===== src/sv/spm_pkg.sv =====
// ----------------------------------------------------------------------------
// spm_pkg
// Shared types and constants for the stereo to mono int16 downmix core.
// ----------------------------------------------------------------------------
package spm_pkg;

	localparam int NSTG = 5;

	typedef enum logic [1:0] {
		FMT_INT16   = 2'd0,
		FMT_INT24   = 2'd1,
		FMT_INT32   = 2'd2,
		FMT_FLOAT32 = 2'd3
	} format_t;

	typedef struct packed {
		logic [NSTG-1:0] en;
		logic [NSTG-1:0] vld;
	} spm_ctl_t;

	localparam logic [14:0] SCALE     = 15'd32767;
	localparam logic [15:0] POS_FULL  = 16'h7FFF;
	localparam logic [15:0] NEG_FULL  = 16'h8001;
	localparam logic [8:0]  SHR_BASE  = 9'd151;

endpackage


===== src/sv/spm_pipe_ctl.sv =====
// ----------------------------------------------------------------------------
// spm_pipe_ctl
// Valid bits and per-stage load enables; bubbles collapse on stall.
// ----------------------------------------------------------------------------
module spm_pipe_ctl
	import spm_pkg::*;
(
	input  logic     clk,
	input  logic     arst_n,
	input  logic     in_valid,
	input  logic     out_stall,
	output spm_ctl_t ctl
);

	logic [NSTG-1:0] vld_q;
	logic [NSTG-1:0] en;
	logic [NSTG-1:0] nxt;

	always_comb begin
		en[NSTG-1] = !vld_q[NSTG-1] || !out_stall;
		for (int i = NSTG-2; i >= 0; i--) begin
			en[i] = !vld_q[i] || en[i+1];
		end
		nxt[0] = in_valid;
		for (int i = 1; i < NSTG; i++) begin
			nxt[i] = vld_q[i-1];
		end
	end

	always_ff @(posedge clk or negedge arst_n) begin
		if (!arst_n) begin
			vld_q <= '0;
		end else begin
			for (int i = 0; i < NSTG; i++) begin
				if (en[i]) begin
					vld_q[i] <= nxt[i];
				end
			end
		end
	end

	assign ctl.en  = en;
	assign ctl.vld = vld_q;

endmodule


===== src/sv/stereo_pcm_to_mono_int16_core.sv =====
// ----------------------------------------------------------------------------
// stereo_pcm_to_mono_int16_core
// Throughput: one beat per cycle while out_stall does not hold the pipeline;
// the float add, normalize/round, 24x15 multiply and final rounding each own
// a pipeline stage.
// Reset: arst_n clears all stage valid bits; payload registers are not reset.
// ----------------------------------------------------------------------------
module stereo_pcm_to_mono_int16_core
	import spm_pkg::*;
(
	input  logic               clk,
	input  logic               arst_n,
	input  logic               in_valid,
	output logic               in_stall,
	input  logic [1:0]         format,
	input  logic [31:0]        left_raw,
	input  logic [31:0]        right_raw,
	input  logic               last_in,
	output logic               out_valid,
	input  logic               out_stall,
	output logic signed [15:0] mono_sample,
	output logic               last_out
);

	spm_ctl_t ctl;

	spm_pipe_ctl u_ctl (
		.clk       (clk),
		.arst_n    (arst_n),
		.in_valid  (in_valid),
		.out_stall (out_stall),
		.ctl       (ctl)
	);

	assign in_stall  = !ctl.en[0];
	assign out_valid = ctl.vld[NSTG-1];

	// ---------------- stage 1: unpack, order, align ----------------
	logic        swap;
	logic [31:0] big, sml;
	logic        nan_a, nan_b, inf_a, inf_b, is_nan, is_inf;
	logic [23:0] m_big, m_sml;
	logic [7:0]  e_big, e_sml, dexp;
	logic [4:0]  dcap;
	logic [53:0] wide;
	logic [32:0] opl, opr;

	always_comb begin
		swap  = right_raw[30:0] > left_raw[30:0];
		big   = swap ? right_raw : left_raw;
		sml   = swap ? left_raw : right_raw;
		nan_a = (&left_raw[30:23]) && (|left_raw[22:0]);
		nan_b = (&right_raw[30:23]) && (|right_raw[22:0]);
		inf_a = (&left_raw[30:23]) && !(|left_raw[22:0]);
		inf_b = (&right_raw[30:23]) && !(|right_raw[22:0]);
		is_nan = nan_a || nan_b || (inf_a && inf_b && (left_raw[31] ^ right_raw[31]));
		is_inf = inf_a || inf_b;
		m_big = {|big[30:23], big[22:0]};
		m_sml = {|sml[30:23], sml[22:0]};
		e_big = (big[30:23] == 8'd0) ? 8'd1 : big[30:23];
		e_sml = (sml[30:23] == 8'd0) ? 8'd1 : sml[30:23];
		dexp  = e_big - e_sml;
		dcap  = (dexp > 8'd27) ? 5'd27 : dexp[4:0];
		wide  = {m_sml, 3'b000, 27'd0} >> dcap;
		case (format_t'(format))
			FMT_INT16: begin
				opl = {{17{left_raw[15]}}, left_raw[15:0]};
				opr = {{17{right_raw[15]}}, right_raw[15:0]};
			end
			FMT_INT24: begin
				opl = {{9{left_raw[23]}}, left_raw[23:0]};
				opr = {{9{right_raw[23]}}, right_raw[23:0]};
			end
			default: begin
				opl = {left_raw[31], left_raw};
				opr = {right_raw[31], right_raw};
			end
		endcase
	end

	logic        sgn_s1, sub_s1, spos_s1, sneg_s1, last_s1;
	logic [1:0]  fmt_s1;
	logic [7:0]  exp_s1;
	logic [26:0] ma_s1, mb_s1;
	logic [32:0] isum_s1;

	always_ff @(posedge clk) begin
		if (ctl.en[0]) begin
			sgn_s1  <= big[31];
			sub_s1  <= left_raw[31] ^ right_raw[31];
			spos_s1 <= is_nan || (is_inf && !big[31]);
			sneg_s1 <= !is_nan && is_inf && big[31];
			exp_s1  <= e_big;
			ma_s1   <= {m_big, 3'b000};
			mb_s1   <= wide[53:27] | {26'd0, |wide[26:0]};
			isum_s1 <= opl + opr;
			fmt_s1  <= format;
			last_s1 <= last_in;
		end
	end

	// ---------------- stage 2: add, leading zeros, int halving ----------------
	logic [27:0] raw;
	logic [4:0]  lz;
	logic [32:0] ih;
	logic [31:0] hv;
	logic [15:0] ires;

	always_comb begin
		raw = sub_s1 ? ({1'b0, ma_s1} - {1'b0, mb_s1}) : ({1'b0, ma_s1} + {1'b0, mb_s1});
		lz  = 5'd28;
		for (int i = 0; i < 28; i++) begin
			if (raw[i]) begin
				lz = 5'(27 - i);
			end
		end
		ih = isum_s1 + {32'd0, isum_s1[32]};
		hv = ih[32:1];
		case (format_t'(fmt_s1))
			FMT_INT16: ires = hv[15:0];
			FMT_INT24: ires = hv[23:8];
			default:   ires = hv[31:16];
		endcase
	end

	logic        sgn_s2, spos_s2, sneg_s2, last_s2;
	logic [1:0]  fmt_s2;
	logic [7:0]  exp_s2;
	logic [27:0] raw_s2;
	logic [4:0]  lz_s2;
	logic [15:0] ires_s2;

	always_ff @(posedge clk) begin
		if (ctl.en[1]) begin
			sgn_s2  <= sgn_s1;
			spos_s2 <= spos_s1;
			sneg_s2 <= sneg_s1;
			exp_s2  <= exp_s1;
			raw_s2  <= raw;
			lz_s2   <= lz;
			ires_s2 <= ires;
			fmt_s2  <= fmt_s1;
			last_s2 <= last_s1;
		end
	end

	// ---------------- stage 3: normalize and round the sum ----------------
	logic [26:0] nrm;
	logic [8:0]  ne, re;
	logic [7:0]  lzm1, emax, shamt;
	logic [24:0] m25;
	logic [23:0] rmant;
	logic        rup, over, special;

	always_comb begin
		lzm1  = {3'd0, lz_s2} - 8'd1;
		emax  = exp_s2 - 8'd1;
		shamt = (lzm1 < emax) ? lzm1 : emax;
		if (raw_s2[27]) begin
			nrm = {raw_s2[27:2], raw_s2[1] | raw_s2[0]};
			ne  = {1'b0, exp_s2} + 9'd1;
		end else begin
			nrm = raw_s2[26:0] << ((shamt > 8'd27) ? 5'd27 : shamt[4:0]);
			ne  = {1'b0, exp_s2} - {1'b0, shamt};
		end
		rup   = nrm[2] && (nrm[1] || nrm[0] || nrm[3]);
		m25   = {1'b0, nrm[26:3]} + {24'd0, rup};
		rmant = m25[24] ? m25[24:1] : m25[23:0];
		re    = m25[24] ? ne + 9'd1 : ne;
		over  = re >= 9'd128;
		special = spos_s2 || sneg_s2;
	end

	logic        sgn_s3, cpos_s3, cneg_s3, zero_s3, last_s3;
	logic [1:0]  fmt_s3;
	logic [7:0]  e_s3;
	logic [23:0] mant_s3;
	logic [15:0] ires_s3;

	always_ff @(posedge clk) begin
		if (ctl.en[2]) begin
			sgn_s3  <= sgn_s2;
			cpos_s3 <= spos_s2 || (!special && over && !sgn_s2);
			cneg_s3 <= sneg_s2 || (!special && over && sgn_s2);
			zero_s3 <= re <= 9'd1;
			e_s3    <= re[7:0];
			mant_s3 <= rmant;
			ires_s3 <= ires_s2;
			fmt_s3  <= fmt_s2;
			last_s3 <= last_s2;
		end
	end

	// ---------------- stage 4: scale by 32767 ----------------
	logic        sgn_s4, cpos_s4, cneg_s4, zero_s4, last_s4;
	logic [1:0]  fmt_s4;
	logic [7:0]  e_s4;
	logic [38:0] prod_s4;
	logic [15:0] ires_s4;

	always_ff @(posedge clk) begin
		if (ctl.en[3]) begin
			sgn_s4  <= sgn_s3;
			cpos_s4 <= cpos_s3;
			cneg_s4 <= cneg_s3;
			zero_s4 <= zero_s3;
			e_s4    <= e_s3;
			prod_s4 <= {15'd0, mant_s3} * {24'd0, SCALE};
			ires_s4 <= ires_s3;
			fmt_s4  <= fmt_s3;
			last_s4 <= last_s3;
		end
	end

	// ---------------- stage 5: round product, truncate, select ----------------
	logic        hi, g, st;
	logic [23:0] keep;
	logic [24:0] r25, mag;
	logic [8:0]  shr;
	logic [15:0] fres, sres;

	always_comb begin
		hi   = prod_s4[38];
		keep = hi ? prod_s4[38:15] : prod_s4[37:14];
		g    = hi ? prod_s4[14] : prod_s4[13];
		st   = hi ? |prod_s4[13:0] : |prod_s4[12:0];
		r25  = {1'b0, keep} + {24'd0, g && (st || keep[0])};
		shr  = SHR_BASE - {1'b0, e_s4} - (hi ? 9'd15 : 9'd14);
		mag  = r25 >> ((shr > 9'd31) ? 5'd31 : shr[4:0]);
		sres = sgn_s4 ? (16'd0 - mag[15:0]) : mag[15:0];
		if (cpos_s4) begin
			fres = POS_FULL;
		end else if (cneg_s4) begin
			fres = NEG_FULL;
		end else if (zero_s4) begin
			fres = 16'd0;
		end else begin
			fres = sres;
		end
	end

	logic [15:0] mono_s5;
	logic        last_s5;

	always_ff @(posedge clk) begin
		if (ctl.en[4]) begin
			mono_s5 <= (format_t'(fmt_s4) == FMT_FLOAT32) ? fres : ires_s4;
			last_s5 <= last_s4;
		end
	end

	assign mono_sample = mono_s5;
	assign last_out    = last_s5;

endmodule


===== config.mk =====
export PLATFORM = sky130hd
export DESIGN_NAME = stereo_pcm_to_mono_int16_core
export DESIGN_NICKNAME = d
export VERILOG_FILES = /design/src/sv/spm_pkg.sv /design/src/sv/spm_pipe_ctl.sv /design/src/sv/stereo_pcm_to_mono_int16_core.sv
export SDC_FILE = /design/constraint.sdc
export NUM_CORES = 1
export LEC_CHECK = 0
export BUFFER_PORTS_ARGS = -buffer_cell sky130_fd_sc_hd__buf_2
export CAP_MARGIN = 20
export CORE_ASPECT_RATIO = 0.8
export CORE_MARGIN = 2
export CORE_UTILIZATION = 54
export CTS_CLUSTER_SIZE = 24
export DETAILED_ROUTE_END_ITERATION = 16
export PLACE_DENSITY = 0.74
export SYNTH_ARGS = -nofsm -noshare
export SYNTH_HDL_FRONTEND = slang
export SYNTH_SLANG_ARGS = --single-unit

===== constraint.sdc =====
create_clock -name clk -period 8.39 [get_ports clk]
set_input_delay 1.678 -clock clk [delete_from_list [all_inputs] [get_ports clk]]
set_output_delay 1.678 -clock clk [all_outputs]
set_load 0.05 [all_outputs]

* Yosys cells after proc, flatten, opt, wreduce, memory -nomap -nowiden
Cells that the tools add are included.
** Storage, ports and cells
- Output and inout bits :: 19
- Input bits :: 71
- Flip-flop bits (word level) :: 309
- Logic and storage cells :: 192
** Cells by class
- Magnitude comparators :: 7
- $mul :: 1
- $add $sub $neg :: 15
- Shift operators :: 3
- Eq/ne operators :: 3
- Reduce and logical (&&, ||, !) cells :: 59
- Bitwise gates (word level) :: 3
- Muxes and demuxes :: 52
** Operators by type and width (count)
- $pmux 33 s2 :: 2
- $mux 16 :: 5
- $mux 5 :: 14
- $shr 54x5->54 :: 1
- $add 24x1->25 :: 2
- $reduce_or 23->1 :: 2
- $mul 24x15->39 const B :: 1
- $add 33x1->33 :: 1
- $add 33x33->33 :: 1
- $mux 32 :: 1
- $mux 4 :: 8
- $pmux 16 s2 :: 1
- $gt 31x31->1 :: 1
- $mux 31 :: 1
- $add 27x27->28 :: 1
- $mux 28 :: 1
- $sub 27x27->28 :: 1
- $mux 27 :: 1
- $or 27x1->27 :: 1
- $reduce_or 27->1 :: 1
- $shl 27x5->27 :: 1
- $shr 25x5->16 :: 1
- $mux 24 :: 1
- $mux 8 :: 3
- other kinds (35) :: 90

* Logic depth before layout (Yosys ltp)
- Word-level depth :: 29
- Depth in mapped cells :: 36
- Depth with buffers taken out :: 30

* Cells and area by module
From an unflattened synthesis, not the netlist that was laid out.
** Unflattened totals
- Cell total of the unflattened synthesis :: 3527
- Area total of the unflattened synthesis :: 32623.8 sq um
** Modules (own cells, without submodules)
- stereo_pcm_to_mono_int16_core :: seq. area each 9128.8 sq um, area each 32431.1 sq um, times used 1, cells an instance 3511
- spm_pipe_ctl :: seq. area each 125.1 sq um, area each 192.7 sq um, times used 1, cells an instance 16

* Worst setup path before layout
Ideal clock, no wire load.
- Path kind :: input to register
- Start point :: input left_raw[1]
- End point :: register mb_s1[0] (data pin)
- Path slack :: -0.073 ns
- Arrival time :: 8.192 ns
- Stages :: 34
- Cells stage by stage :: inv_1 -> ha_1 -> nor2b_1 -> o21ai_0 -> a21oi_1 -> o21a_1 -> o32ai_1 -> a21o_1 -> clkbuf_1 -> clkbuf_1 -> buf_1 -> nand2_1 -> o211ai_1 -> nor4_1 -> nor2b_1 -> ha_1 -> inv_1 -> fa_1 -> a21o_1 -> a21oi_1 -> o21ai_0 -> nor3_1 -> o21ai_0 -> a21boi_0 -> clkbuf_1 -> clkbuf_1 -> mux2i_1 -> a22oi_1 -> o21ai_0 -> a21oi_1 -> a2111oi_0 -> o2111ai_1 -> nor3_1 -> o211ai_1
** Between the ends
- Word-level cells in the longest chain between the ends :: 10
- Elaborated cells between the ends (all ways) :: 14
** Ends and longest elaborated chain
- from (decl) :: line stereo_pcm_to_mono_int16_core.sv:16 : input logic [31:0] left_raw,
- $gt 31x31->1 :: line stereo_pcm_to_mono_int16_core.sv:49 : swap = right_raw[30:0] > left_raw[30:0];
- $mux 32 / $mux 31 (equally long branches) :: line stereo_pcm_to_mono_int16_core.sv:50, stereo_pcm_to_mono_int16_core.sv:51
- $logic_not 8->1 (on tied branches) :: line stereo_pcm_to_mono_int16_core.sv:60, stereo_pcm_to_mono_int16_core.sv:61
- $mux 8 (on tied branches) :: line stereo_pcm_to_mono_int16_core.sv:60, stereo_pcm_to_mono_int16_core.sv:61
- $sub 8x8->8 :: line stereo_pcm_to_mono_int16_core.sv:62 : dexp = e_big - e_sml;
- $gt 8x5->1 :: line stereo_pcm_to_mono_int16_core.sv:63 : dcap = (dexp > 8'd27) ? 5'd27 : dexp[4:0];
- $mux 5 :: line stereo_pcm_to_mono_int16_core.sv:63
- $shr 54x5->54 (*) :: line stereo_pcm_to_mono_int16_core.sv:64 : wide = {m_sml, 3'b000, 27'd0} >> dcap;
- $reduce_or 27->1 :: line stereo_pcm_to_mono_int16_core.sv:95 : mb_s1 <= wide[53:27] | {26'd0, |wide[26:0]};
- $or 27x1->27 (*) :: line stereo_pcm_to_mono_int16_core.sv:95
- to (signal assigned) :: line stereo_pcm_to_mono_int16_core.sv:95
- to (decl) :: line stereo_pcm_to_mono_int16_core.sv:84 : logic [26:0] ma_s1, mb_s1;
Mark *: on every way between the ends. The rest lies on a longest branch, timed or not.
A chain may end at the register's enable or synchronous reset.

* Final worst setup path
- Start point :: input left_raw[28]
- End point :: register mb_s1[0] (data pin)
** Between the ends
- Word-level cells in the longest chain between the ends :: 10
- Elaborated cells between the ends (all ways) :: 14
** Ends and longest elaborated chain
- $gt 31x31->1 :: line stereo_pcm_to_mono_int16_core.sv:49
- $mux 32 (*) :: line stereo_pcm_to_mono_int16_core.sv:50 : big = swap ? right_raw : left_raw;
- $logic_not 8->1 :: line stereo_pcm_to_mono_int16_core.sv:60 : e_big = (big[30:23] == 8'd0) ? 8'd1 : big[30:23];
- $mux 8 (*) :: line stereo_pcm_to_mono_int16_core.sv:60
- named net e_big[3] :: line stereo_pcm_to_mono_int16_core.sv:43 : logic [7:0] e_big, e_sml, dexp;
- $sub 8x8->8 (*) :: line stereo_pcm_to_mono_int16_core.sv:62
- $gt 8x5->1 :: line stereo_pcm_to_mono_int16_core.sv:63
- $mux 5 (*) :: line stereo_pcm_to_mono_int16_core.sv:63
- $shr 54x5->54 (*) :: line stereo_pcm_to_mono_int16_core.sv:64
- $reduce_or 27->1 :: line stereo_pcm_to_mono_int16_core.sv:95
- $or 27x1->27 (*) :: line stereo_pcm_to_mono_int16_core.sv:95
Mark *: on every way through the listed nets, which the timed path passes. The rest lies on a longest branch.

==> impl_results.md <==
* Crit path kind: input pin to flop
* Largest net degree at the start of global routing at between 70 and 80
* CTS tree: done
* Post-synthesis mux area share at around 3.6%
* Endpoint type of the worst setup path: flop
* # setup viols final at 0
* Area share of fa/ha/maj cells after synthesis at about a fifth
* Ys async rst share at ~1.6%
* Initial drt markers at a little over 3000
* Syn Nets at 4138
* Status: finished, final reports clean
* DRC at 0
* Diode count at 0
* Hold Violations, Final at 0
* Worst min-delay path category: flop to flop
* Std-Cell Core Area at about 60000 µm²
* Hold Path Depth at 0
* Initial Util at between 50% and 60%
* IO Port Bufs at 89
* Final Max Slew Viols at 0
* Synth Register Bits at between 300 and 400
* RSZ-0062 raised after global routing: no
* DR pass1 iterations at 5
* # Max-Cap Violations at 0
* CTS max path bufs at 3
* Data arrival time of the critical path at ~8.2 ns
* Die ar. at 62900 µm²
* Mapped Area at 32900 µm²
* Reg2reg path depth at 22
* Post-Synthesis Cells at approximately 3600
* Top Metal Used: met5
* Setup TNS at 0 ns
* Fin crit period at between 7 and 8 ns
* Routed length per instance at around 21 µm
* Site row count at 80
* DP HPWL at about 76000 µm
* Synth Area in Compound Gates at 20.2%
* Register area at about 9000 µm²
* Final ANT Viol Nets at 0
* Area growth syn-to-layout at 9.95%
* Max Freq at between 100 and 150 MHz
* Slowest stage delay, CP at 0.44 ns
* Proportion of layout cells with a drive suffix above 1 at about a tenth
* Overflow after GRT at 0
* YS warnings at 0
* Die Span X at around 280 µm
* Global placement routability congestion at ~1.0
* Clock Tree Root: clkbuf_16
* Fillers at 5182
* Fraction of the cycle the final worst path needs at between 90% and 100%
* Post-synth EDFFs at slightly above 300
* Commonest cells after routing, fill and taps aside: inv_1 (326), edfxtp_1 (304), nor2_1 (292)
* Simple-Gate Fraction of Synth Area at ~17%
* Layout Nets at ~4300
* Slowest CP cell: a2111oi_1
* Die span in y at 225 µm
* Met1 WL at around 43000 µm
* H-tree Lvls at 2
* Clock sinks at around 300
* Global-route wire length before repair at approximately 150000 µm
* Overall Global Routing Usage at a little under a third
* Measured slew at the worst slew-check pin at approximately 1 ns
* Mean post-synth cell area at 9.02 µm²
* Io pins at 90
* Detailed-route via count at a little under 30000
* Part of the Yosys area used for sequential elements at approximately 28%
* Vias in the first global route at approximately 27000
* Multi-input logic area at ~22000 µm²
* Hold WS at a little over 0.4 ns
* Synth unique cells at 98
* WL final at 95000 µm
* Main combinational cell family by area after synthesis: compound AO/OA/AOI/OAI gates
* Met3 wire length at about 7400 µm
* Clock transition at path regs at roughly 0.070 ns
* Clock skew at ~0.017 ns
* Worst setup SP type: input pin
* Met2 wire len at 42400 µm
* Critical-path maximum fanout at 24
* Initial antenna violation count at 2
* XOR/XNOR share of the synthesized area at 5.28%
* Clock Latency Late Sink at between 0.5 and 0.6 ns
* Synth Flop Type: edfxtp_1
* Commonest non-fill, non-tap cell in the layout: inv_1
* Top cell by count, worst path: o21ai_0
* Slew margin rel. at 32.3%
* CTS Hold Bufs at 0
* CTS buffer count at 34
* Via density at approximately 6.3
* WP data required at between 8 and 9 ns
cell usage after synthesis, types with 17 or more instances:
cell       count  area (µm²)
a2111oi_0     17         149
a211oi_1      63         473
a21o_1        37         278
a21oi_1      252        1260
a22oi_1       18         135
a311oi_1      17         149
a31oi_1       30         188
and2_1        24         150
and3_1        44         275
clkbuf_1     109         409
edfxtp_1     304        9130
fa_1         179        3580
ha_1         243        3040
inv_1        327        1230
mux2i_1       86         861
nand2_1      268        1010
nand2b_1      50         313
nand3_1      100         500
nand4_1       43         269
nor2_1       293        1100
nor2b_1       36         225
nor3_1       124         621
nor4_1        47         294
o211ai_1      52         390
o21a_1        28         210
o21ai_0      208        1040
o21bai_1      18         135
o22ai_1       29         181
o31ai_1       24         180
or3_1         25         156
xnor2_1      141        1230
xor2_1        57         499
path summary, 6_finish.rpt:
kind	slack, ns	endpoint	from
max reg2reg	0.77	prod_s4[37]	mant_s3[8]
min reg2reg	0.41	spos_s2	spos_s1
max in group asynchronous	7.33	u_ctl.vld_q[2]	arst_n
max	0.44	mb_s1[0]	left_raw[28]
min in group asynchronous	0.92	u_ctl.vld_q[4]	arst_n
min	0.41	spos_s2	spos_s1
what timing repair did:
| action | 4_1_cts | 5_1_grt |
|---|---|---|
| buffers inserted | 0 | 4 |
| endpoints found under the setup margin | 0 | 3 |
| gates resized for setup | 0 | 5 |
sequential cells by signal (all words and copies together) (netlist names), 5 cells and up:
register / count
ires_s2: 16
ma_s1: 24
e_s4: 8
mono_sample: 16
exp_s1: 8
prod_s4: 39
mant_s3: 24
mb_s1: 27
u_ctl.vld_q: 5
isum_s1: 33
lz_s2: 5
raw_s2: 28
exp_s2: 8
ires_s4: 16
ires_s3: 16
e_s3: 8
metal layers:
layer  track usage (%)  vias to the layer above
met1              43.8                    13800
li1                  -                    13700
met3              4.38                      171
met5                 0                        -
met4              8.19                        4
met2              47.1                     1225
final cells by class:
class	count	share of cell area, %
timing repair buffer	243	4.53
multi-input combinational	2861	60.5
clock inverter	25	0.876
clock buffer	36	2.38
tap	779	2.70
inverter	331	3.44
sequential	309	25.6
cells by family after synthesis:
family | Yosys count
fa+ha+maj | 422
flops | 309
compound gates | 999
buf+inv | 475
mux | 109
simple gates | 1133
xor+xnor | 198
critical path, delay by kind of cell:
| kind | cells | cell delay, ns |
|---|---|---|
| simple gates | 4 | 0.79 |
| buf+inv | 6 | 0.77 |
| compound gates | 19 | 4.07 |
| fa+ha+maj | 3 | 0.92 |
per-stage QoR:
stage                     cell area, µm²  util, %  instances  setup WS (ns)
final                              36100     60.4       4584          0.443
after global routing               36100     60.4       4584         0.0405
after CTS                          36100     60.3       4579          0.486
after detailed placement           34900     58.3       4518        -0.0367
after global placement             34900     58.3       4518         0.0383
after floorplan                    32900        -       3645         0.0163
Power is left out: the tool's default activity adds up to more than one toggle a clock period on the data nets, which glitch-free logic cannot reach.
